### config.mk
export PLATFORM = sky130hd
export DESIGN_NAME = index_free_list_allocator_flat
export DESIGN_NICKNAME = d
export VERILOG_FILES = /design/src/hdl/ifla_pkg.sv /design/src/hdl/ifla_cmd_if.sv /design/src/hdl/ifla_res_if.sv /design/src/hdl/index_free_list_allocator.sv /design/src/flat_wrapper.sv
export SDC_FILE = /design/constraint.sdc
export NUM_CORES = 1
export LEC_CHECK = 0
export BUFFER_PORTS_ARGS = -buffer_cell sky130_fd_sc_hd__buf_2
export CORE_MARGIN = 2
export CORE_UTILIZATION = 32
export DETAILED_ROUTE_END_ITERATION = 7
export SLEW_MARGIN = 20
export SYNTH_ARGS = -nofsm -noshare
export SYNTH_HDL_FRONTEND = slang
export SYNTH_SLANG_ARGS = --single-unit
### constraint.sdc
create_clock -name clk -period 2.4 [get_ports clk]
set_input_delay 0.24 -clock clk [delete_from_list [all_inputs] [get_ports clk]]
set_output_delay 0.24 -clock clk [all_outputs]
set_load 0.005 [all_outputs]
### src/hdl/ifla_pkg.sv
// Shared types and constants for the index free-list allocator.
// Used by the channel interfaces and the top level; depends on nothing else.
package ifla_pkg;

    // Default pool size and fixed field widths.
    localparam int SLOTS_DEF = 16;
    localparam int INDEX_W   = 8;
    localparam int STATUS_W  = 2;

    // Request opcodes.
    typedef enum logic
    {
        OP_ALLOC = 1'b0,
        OP_FREE  = 1'b1
    } op_t;

    // Result status codes.
    typedef enum logic [STATUS_W-1:0]
    {
        ST_OK           = 2'd0,
        ST_NONE_FREE    = 2'd1,
        ST_RANGE        = 2'd2,
        ST_ALREADY_FREE = 2'd3
    } status_t;

endpackage

### src/hdl/ifla_cmd_if.sv
// Request channel of the allocator: valid/ready handshake with opcode and index.
// Depends on ifla_pkg.
interface ifla_cmd_if;
    import ifla_pkg::*;

    logic               valid;
    logic               ready;
    op_t                op;
    logic [INDEX_W-1:0] index;

    modport source (output valid, output op, output index, input ready);
    modport sink   (input valid, input op, input index, output ready);

endinterface

### src/hdl/ifla_res_if.sv
// Result channel of the allocator: valid/ready handshake with status and slot.
// Depends on ifla_pkg; the slot width follows the pool size.
interface ifla_res_if #(
    parameter int SLOT_W = $clog2(ifla_pkg::SLOTS_DEF)
);
    import ifla_pkg::*;

    logic              valid;
    logic              ready;
    status_t           status;
    logic [SLOT_W-1:0] slot;

    modport source (output valid, output status, output slot, input ready);
    modport sink   (input valid, input status, input slot, output ready);

endinterface

### src/hdl/index_free_list_allocator.sv
// An accepted request is captured with its synchronous reads of the free stack and in-use
// memories; the execute step then does the read-modify-write and loads the output register,
// waiting while it holds an unread result. No new request is taken before that step ends.
// A finished result waits in an output register while the next request is taken.
// Reset: every slot free, highest index handed out first; per-entry valid flops
// stand in for the memory reset values, so no clearing pass is needed.
module index_free_list_allocator #(
    parameter int SLOTS = ifla_pkg::SLOTS_DEF
) (
    input  logic       clk,
    input  logic       rst_n,
    ifla_cmd_if.sink   cmd,
    ifla_res_if.source result
);
    import ifla_pkg::*;

    localparam int SLOT_W = $clog2(SLOTS);
    localparam int CNT_W  = $clog2(SLOTS + 1);
    localparam logic [CNT_W-1:0]   SLOTS_CNT = CNT_W'(SLOTS);
    localparam logic [INDEX_W:0]   SLOTS_IX  = (INDEX_W + 1)'(SLOTS);

    typedef enum logic
    {
        S_IDLE,
        S_EXEC
    } state_t;

    // Control state.
    state_t             state_reg;
    logic [CNT_W-1:0]   cnt_reg;
    logic [CNT_W-1:0]   cnt_next;
    logic               res_vld_reg;
    status_t            res_status_reg;
    logic [SLOT_W-1:0]  res_slot_reg;

    // Valid flags: an entry never written reads as its reset value.
    logic [SLOTS-1:0]   stack_vld_reg;
    logic [SLOTS-1:0]   iu_vld_reg;

    // Storage.
    logic [SLOT_W-1:0]  stack_mem [SLOTS];
    logic               iu_mem [SLOTS];

    // Captured request and read data.
    op_t                op_reg;
    logic [SLOT_W-1:0]  idx_reg;
    logic               in_range_reg;
    logic [SLOT_W-1:0]  stack_rd_reg;
    logic [SLOT_W-1:0]  stack_addr_reg;
    logic               stack_hit_reg;
    logic               iu_rd_reg;
    logic               iu_hit_reg;

    // Datapath signals.
    logic               cmd_fire;
    logic               in_range;
    logic [CNT_W-1:0]   cnt_dec;
    logic [SLOT_W-1:0]  top_addr;
    logic [SLOT_W-1:0]  cmd_idx;
    logic               done;
    logic [SLOT_W-1:0]  slot_pop;
    logic               iu_flag;
    status_t            status_next;
    logic [SLOT_W-1:0]  slot_next;
    logic               stack_we;
    logic [SLOT_W-1:0]  stack_wa;
    logic [SLOT_W-1:0]  stack_wd;
    logic               iu_we;
    logic [SLOT_W-1:0]  iu_wa;
    logic               iu_wd;

    // Request acceptance and read addresses.
    assign cmd.ready = (state_reg == S_IDLE);
    assign cmd_fire  = cmd.valid && cmd.ready;
    assign in_range  = ((INDEX_W + 1)'(cmd.index) < SLOTS_IX);
    assign cmd_idx   = cmd.index[SLOT_W-1:0];
    assign cnt_dec   = cnt_reg - CNT_W'(1);
    assign top_addr  = cnt_dec[SLOT_W-1:0];

    // Result channel.
    assign result.valid  = res_vld_reg;
    assign result.status = res_status_reg;
    assign result.slot   = res_slot_reg;

    // The execute step completes once the output register can take the result.
    assign done     = (state_reg == S_EXEC) && (!res_vld_reg || result.ready);
    assign slot_pop = stack_hit_reg ? stack_rd_reg : stack_addr_reg;
    assign iu_flag  = iu_hit_reg && iu_rd_reg;

    // Decide the outcome and the write-back from the data read when the request was accepted.
    always_comb
    begin
        status_next = ST_OK;
        slot_next   = '0;
        cnt_next    = cnt_reg;
        stack_we    = 1'b0;
        stack_wa    = cnt_reg[SLOT_W-1:0];
        stack_wd    = idx_reg;
        iu_we       = 1'b0;
        iu_wa       = idx_reg;
        iu_wd       = 1'b0;
        case (op_reg)
            OP_ALLOC:
            begin
                if (cnt_reg == '0)
                begin
                    status_next = ST_NONE_FREE;
                end
                else
                begin
                    slot_next = slot_pop;
                    cnt_next  = cnt_dec;
                    iu_we     = 1'b1;
                    iu_wa     = slot_pop;
                    iu_wd     = 1'b1;
                end
            end
            OP_FREE:
            begin
                if (!in_range_reg)
                begin
                    status_next = ST_RANGE;
                end
                else if (!iu_flag || cnt_reg >= SLOTS_CNT)
                begin
                    status_next = ST_ALREADY_FREE;
                end
                else
                begin
                    cnt_next = cnt_reg + CNT_W'(1);
                    stack_we = 1'b1;
                    iu_we    = 1'b1;
                end
            end
            default:
            begin
                status_next = ST_OK;
            end
        endcase
    end

    // State machine, counter, valid flags and the output register.
    always_ff @(posedge clk or negedge rst_n)
    begin
        if (!rst_n)
        begin
            state_reg     <= S_IDLE;
            cnt_reg       <= SLOTS_CNT;
            res_vld_reg   <= 1'b0;
            stack_vld_reg <= '0;
            iu_vld_reg    <= '0;
        end
        else
        begin
            if (done)
            begin
                res_vld_reg <= 1'b1;
            end
            else if (result.ready)
            begin
                res_vld_reg <= 1'b0;
            end
            case (state_reg)
                S_IDLE:
                begin
                    if (cmd_fire)
                    begin
                        state_reg <= S_EXEC;
                    end
                end
                S_EXEC:
                begin
                    if (done)
                    begin
                        state_reg   <= S_IDLE;
                        cnt_reg     <= cnt_next;
                        if (stack_we)
                        begin
                            stack_vld_reg[stack_wa] <= 1'b1;
                        end
                        if (iu_we)
                        begin
                            iu_vld_reg[iu_wa] <= 1'b1;
                        end
                    end
                end
                default:
                begin
                    state_reg <= S_IDLE;
                end
            endcase
        end
    end

    // Result payload.
    always_ff @(posedge clk)
    begin
        if (done)
        begin
            res_status_reg <= status_next;
            res_slot_reg   <= slot_next;
        end
    end

    // Request capture and the valid-flag lookups that go with the memory reads.
    always_ff @(posedge clk)
    begin
        if (cmd_fire)
        begin
            op_reg         <= cmd.op;
            idx_reg        <= cmd_idx;
            in_range_reg   <= in_range;
            stack_addr_reg <= top_addr;
            if (cnt_reg != '0)
            begin
                stack_hit_reg <= stack_vld_reg[top_addr];
            end
            if (in_range)
            begin
                iu_hit_reg <= iu_vld_reg[cmd_idx];
            end
        end
    end

    // Free stack memory: one synchronous read, one write.
    always_ff @(posedge clk)
    begin
        if (cmd_fire && cnt_reg != '0)
        begin
            stack_rd_reg <= stack_mem[top_addr];
        end
        if (done && stack_we)
        begin
            stack_mem[stack_wa] <= stack_wd;
        end
    end

    // In-use flag memory: one synchronous read, one write.
    always_ff @(posedge clk)
    begin
        if (cmd_fire && in_range)
        begin
            iu_rd_reg <= iu_mem[cmd_idx];
        end
        if (done && iu_we)
        begin
            iu_mem[iu_wa] <= iu_wd;
        end
    end

    // The free count never exceeds the pool size.
    a_cnt_bound: assert property (@(posedge clk) disable iff (!rst_n)
        cnt_reg <= SLOTS_CNT)
        else $error("free count above pool size");

    // Only one request is in flight at a time.
    a_one_item: assert property (@(posedge clk) disable iff (!rst_n)
        cmd.valid && cmd.ready |=> !cmd.ready)
        else $error("request taken while another is in flight");

    // A successful allocate pops exactly one entry.
    a_alloc_pop: assert property (@(posedge clk) disable iff (!rst_n)
        done && op_reg == OP_ALLOC && status_next == ST_OK
        |=> cnt_reg == $past(cnt_reg) - CNT_W'(1))
        else $error("allocate did not pop the free stack");

    // A failed request never reports a slot.
    a_fail_slot: assert property (@(posedge clk) disable iff (!rst_n)
        result.valid && result.status != ST_OK |-> result.slot == '0)
        else $error("slot reported on a failed request");

endmodule
### src/flat_wrapper.sv
// flat-port wrapper written by rule: the top's interface ports become plain ports
module index_free_list_allocator_flat import ifla_pkg::*;
#(
    parameter int SLOTS = ifla_pkg::SLOTS_DEF
)
  (clk, rst_n, cmd_valid, cmd_op, cmd_index, cmd_ready, result_valid, result_status, result_slot, result_ready);
  ifla_cmd_if cmd_i ();
  ifla_res_if result_i ();
  input  logic clk;
  input  logic rst_n;
  input wire logic [$bits(cmd_i.valid)-1:0] cmd_valid;
  input wire logic [$bits(cmd_i.op)-1:0] cmd_op;
  input wire logic [$bits(cmd_i.index)-1:0] cmd_index;
  output wire logic [$bits(cmd_i.ready)-1:0] cmd_ready;
  output wire logic [$bits(result_i.valid)-1:0] result_valid;
  output wire logic [$bits(result_i.status)-1:0] result_status;
  output wire logic [$bits(result_i.slot)-1:0] result_slot;
  input wire logic [$bits(result_i.ready)-1:0] result_ready;
  assign cmd_i.valid = cmd_valid;
  assign cmd_i.op = cmd_op;
  assign cmd_i.index = cmd_index;
  assign cmd_ready = cmd_i.ready;
  assign result_valid = result_i.valid;
  assign result_status = result_i.status;
  assign result_slot = result_i.slot;
  assign result_i.ready = result_ready;
  index_free_list_allocator #(.SLOTS(SLOTS)) u_core (.clk(clk), .rst_n(rst_n), .cmd(cmd_i), .result(result_i));
endmodule
==> flow_summary.yaml <==
run_status:
  status: "finished, final reports clean"
hold_path:
  holdPathEnd: "u_core.op_reg"
  min_path_type: "in2reg"
  hold_depth: 1
  min_from: "cmd_op"
die:
  dieArea_mm2: 0.0200
  row_count: 50
  start_util_pct: 32.4
  io-pin-count: 21
  die_h_um: 141
  core_mm2: 0.0186
  die_w_um: 141
final_layout:
  nNetsFinal: 471
  layout_commonest_cell: "edfxtp_1"
  mostFrequentLayoutCells: "edfxtp_1, nand2_1, nor2_1, dfrtp_1, o21bai_1"
  largest_reg_flops: 64
  final_layout_size_suffix_gt1_share_pct: 22.3
  fin_cells: 700
  largest-register: "u_core.stack_mem"
  syn2layout_area_growth_pct: 16.7
  diodes: 0
place:
  port-buffer-count: 20
  gp_congestion: 0.861
  dp.cells: 667
  dp_hpwl_mm: 8.66
cts:
  clkSinkCount: 142
  clk-insertion-delay-late_ns: 0.42
  cts_setup_buffers: 0
  cts_buffer_depth: 2
  cts_resized: 0
  cts_buffers: 17
  cts-root-buf: "clkbuf_16"
  cts_tree: "yes"
  htreeDepth: 4
  clkTransAtPathRegs_ns: 0.06
grt:
  top_usage_layer: "met2"
  grtUsageMet3_pct: 3.34
  grt_pass1_wl_mm: 20.6
  grt_overflow: 0
  grt_max_degree: 40
  grt_pass1_vias: 3651
  antenna_found_initial: 0
  met2_usage_pct: 21.6
  grtUsageTotal_pct: 13.7
  use_met1_pct: 18.3
setup_path:
  cp-end-kind: "flip-flop"
  crit_slowest_cell: "dfrtp_1"
  regToRegSetupSlack_ns: 0.22
  cp_top_family: "compound AO/OA/AOI/OAI gates"
  worst_setup_path_start_kind: "flip-flop"
  path_max_fanout: 10
  crit_chain: "inv_1 > ha_1 > buf_4 > nor2_1 > a221oi_1 > a32o_1"
  path_class: "reg2reg"
  critPathMaxStageDelay_ns: 0.41
  crit_required_ns: 2.57
  rr_worst_depth: 6
  reg2reg_from: "u_core.cnt_reg[1]"
  r2r_end: "u_core.stack_rd_reg[3]"
  startpoint: "u_core.cnt_reg[1]"
  arrival_ns: 2.35
  worst-path-buf-inv: 2
drt:
  drt_iter0_markers: 401
  drt.antenna.violating_nets: 0
  drc_errors: 0
  drtPass1Iterations: 4
  vias: 3561
  wl_mm: 12.8
  vias_per_cell: 5.09
  wire_per_inst_um: 18.3
sta:
  slew_viol_final: 0
  setup_violations: 0
  period_minus_slack_ns: 2.18
  worst_slew_margin_rel_pct: 41.4
  worst_pin_slew_ns: 0.878
  fin_setup_tns_ns: 0
  timing.final.crit_share_pct: 90.9
  skew_ns: 0.00713
  rsz0062_at_grt: "false"
  finalHoldViolCount: 0
  clock.fmax_mhz: 458
synth:
  yosys_register_bits: 142
  yosysWarnings: 0
  syn_nets: 431
  syn_inst: 413
  syn_avg_cell_area_um2: 14.6
  syn_area_mm2: 0.00605
  synth_edf_count: 103
  yosys.area.top_type: "edfxtp_1"
  synth_top_area_share_pct: 51.1
  netlist_top_cells_area: "edfxtp_1, dfrtp_1, mux4_2"
  ys_types: 44
  async_flop_share_pct: 27.5
  ys_seq_area_share_pct: 67.3
  ys.flop_type: "edfxtp_1"
power:
  leakagePower_uw: 0.00257
  ir_worst_vdd_mv: 0.524
  p_per_area_mw_per_mm2: 1180
run:
  drv_cap: 0
## layer usage
| metal | wire length [um] | vias up |
|---|---|---|
| li1 | - | 1640 |
| met1 | 5880 | 1809 |
| met2 | 6180 | 91 |
| met3 | 502 | 21 |
| met4 | 208 | 0 |
| met5 | 0 | - |
## kinds of logic (layout without fill, tap and decap cells)
family	Yosys count	count (layout)	synth area share (%)
simple gates	128	128	9.52
fa+ha+maj	5	5	1.03
mux	37	37	10.3
flops	142	142	67.3
xor+xnor	6	6	0.993
compound gates	61	61	8.24
buf+inv	34	87	2.61
## how the worst max path moves through the flow
stage / to / cells after the start
2_1_floorplan: u_core.stack_rd_reg[0] / 11
3_3_place_gp: u_core.iu_mem[1] / 7
3_5_place_dp: u_core.iu_mem[3] / 7
4_1_cts: u_core.stack_rd_reg[3] / 6
5_1_grt: u_core.iu_mem[7] / 7
6_report: u_core.stack_rd_reg[3] / 6
## cell type report
type | instances | area [um^2]
clock buffers | 22 | 454
fillers | 1739 | 11600
repair buffers | 40 | 253
well taps | 234 | 293
flip-flops and latches | 142 | 4070
clock inverters | 10 | 92.6
multi-input cells | 237 | 1830
inverters | 15 | 58.8
## synth_stat cells (3+ instances only)
master,n
nor2_1,43
mux2i_1,15
ha_1,5
xnor2_1,3
edfxtp_1,103
a221oi_1,5
nor4_1,9
buf_4,3
clkbuf_1,6
mux4_2,20
nor3_1,4
o21bai_1,32
dfrtp_1,38
inv_1,13
nand2_1,45
buf_2,7
nand3_1,15
a31oi_2,3
nor4b_1,3
o21ai_2,5
a32o_1,5
## report_power, final
part	internal, uW	leakage [uW]	switching, uW
clock network	1450	0.000269	982
registers	3060	0.00144	214
logic	1120	0.000862	1520
## stage by stage
stage / worst slack [ns] / hold slack, ns / area, um^2 / total power [uW] / util, %
6_report: 0.218 / 0.0168 / 7050 / 8350 / 37.8
5_1_grt: 0.0410 / 0.00556 / 7050 / 8800 / 37.8
4_1_cts: 0.215 / 0.00164 / 7050 / 8410 / 37.8
3_5_place_dp: 0.230 / 0.411 / 6500 / 5970 / 34.9
3_3_place_gp: 0.259 / 0.397 / 6500 / 5900 / 34.9
2_1_floorplan: 0.0281 / -0.0556 / 6060 / 5270 / -
## what timing repair did
action | 4_1_cts | 5_1_grt
hold endpoints to repair | 38 | 0
hold buffers | 1 | 0
setup endpoints to repair | 0 | 0
Note: power is estimated with default switching activity, not from simulation.
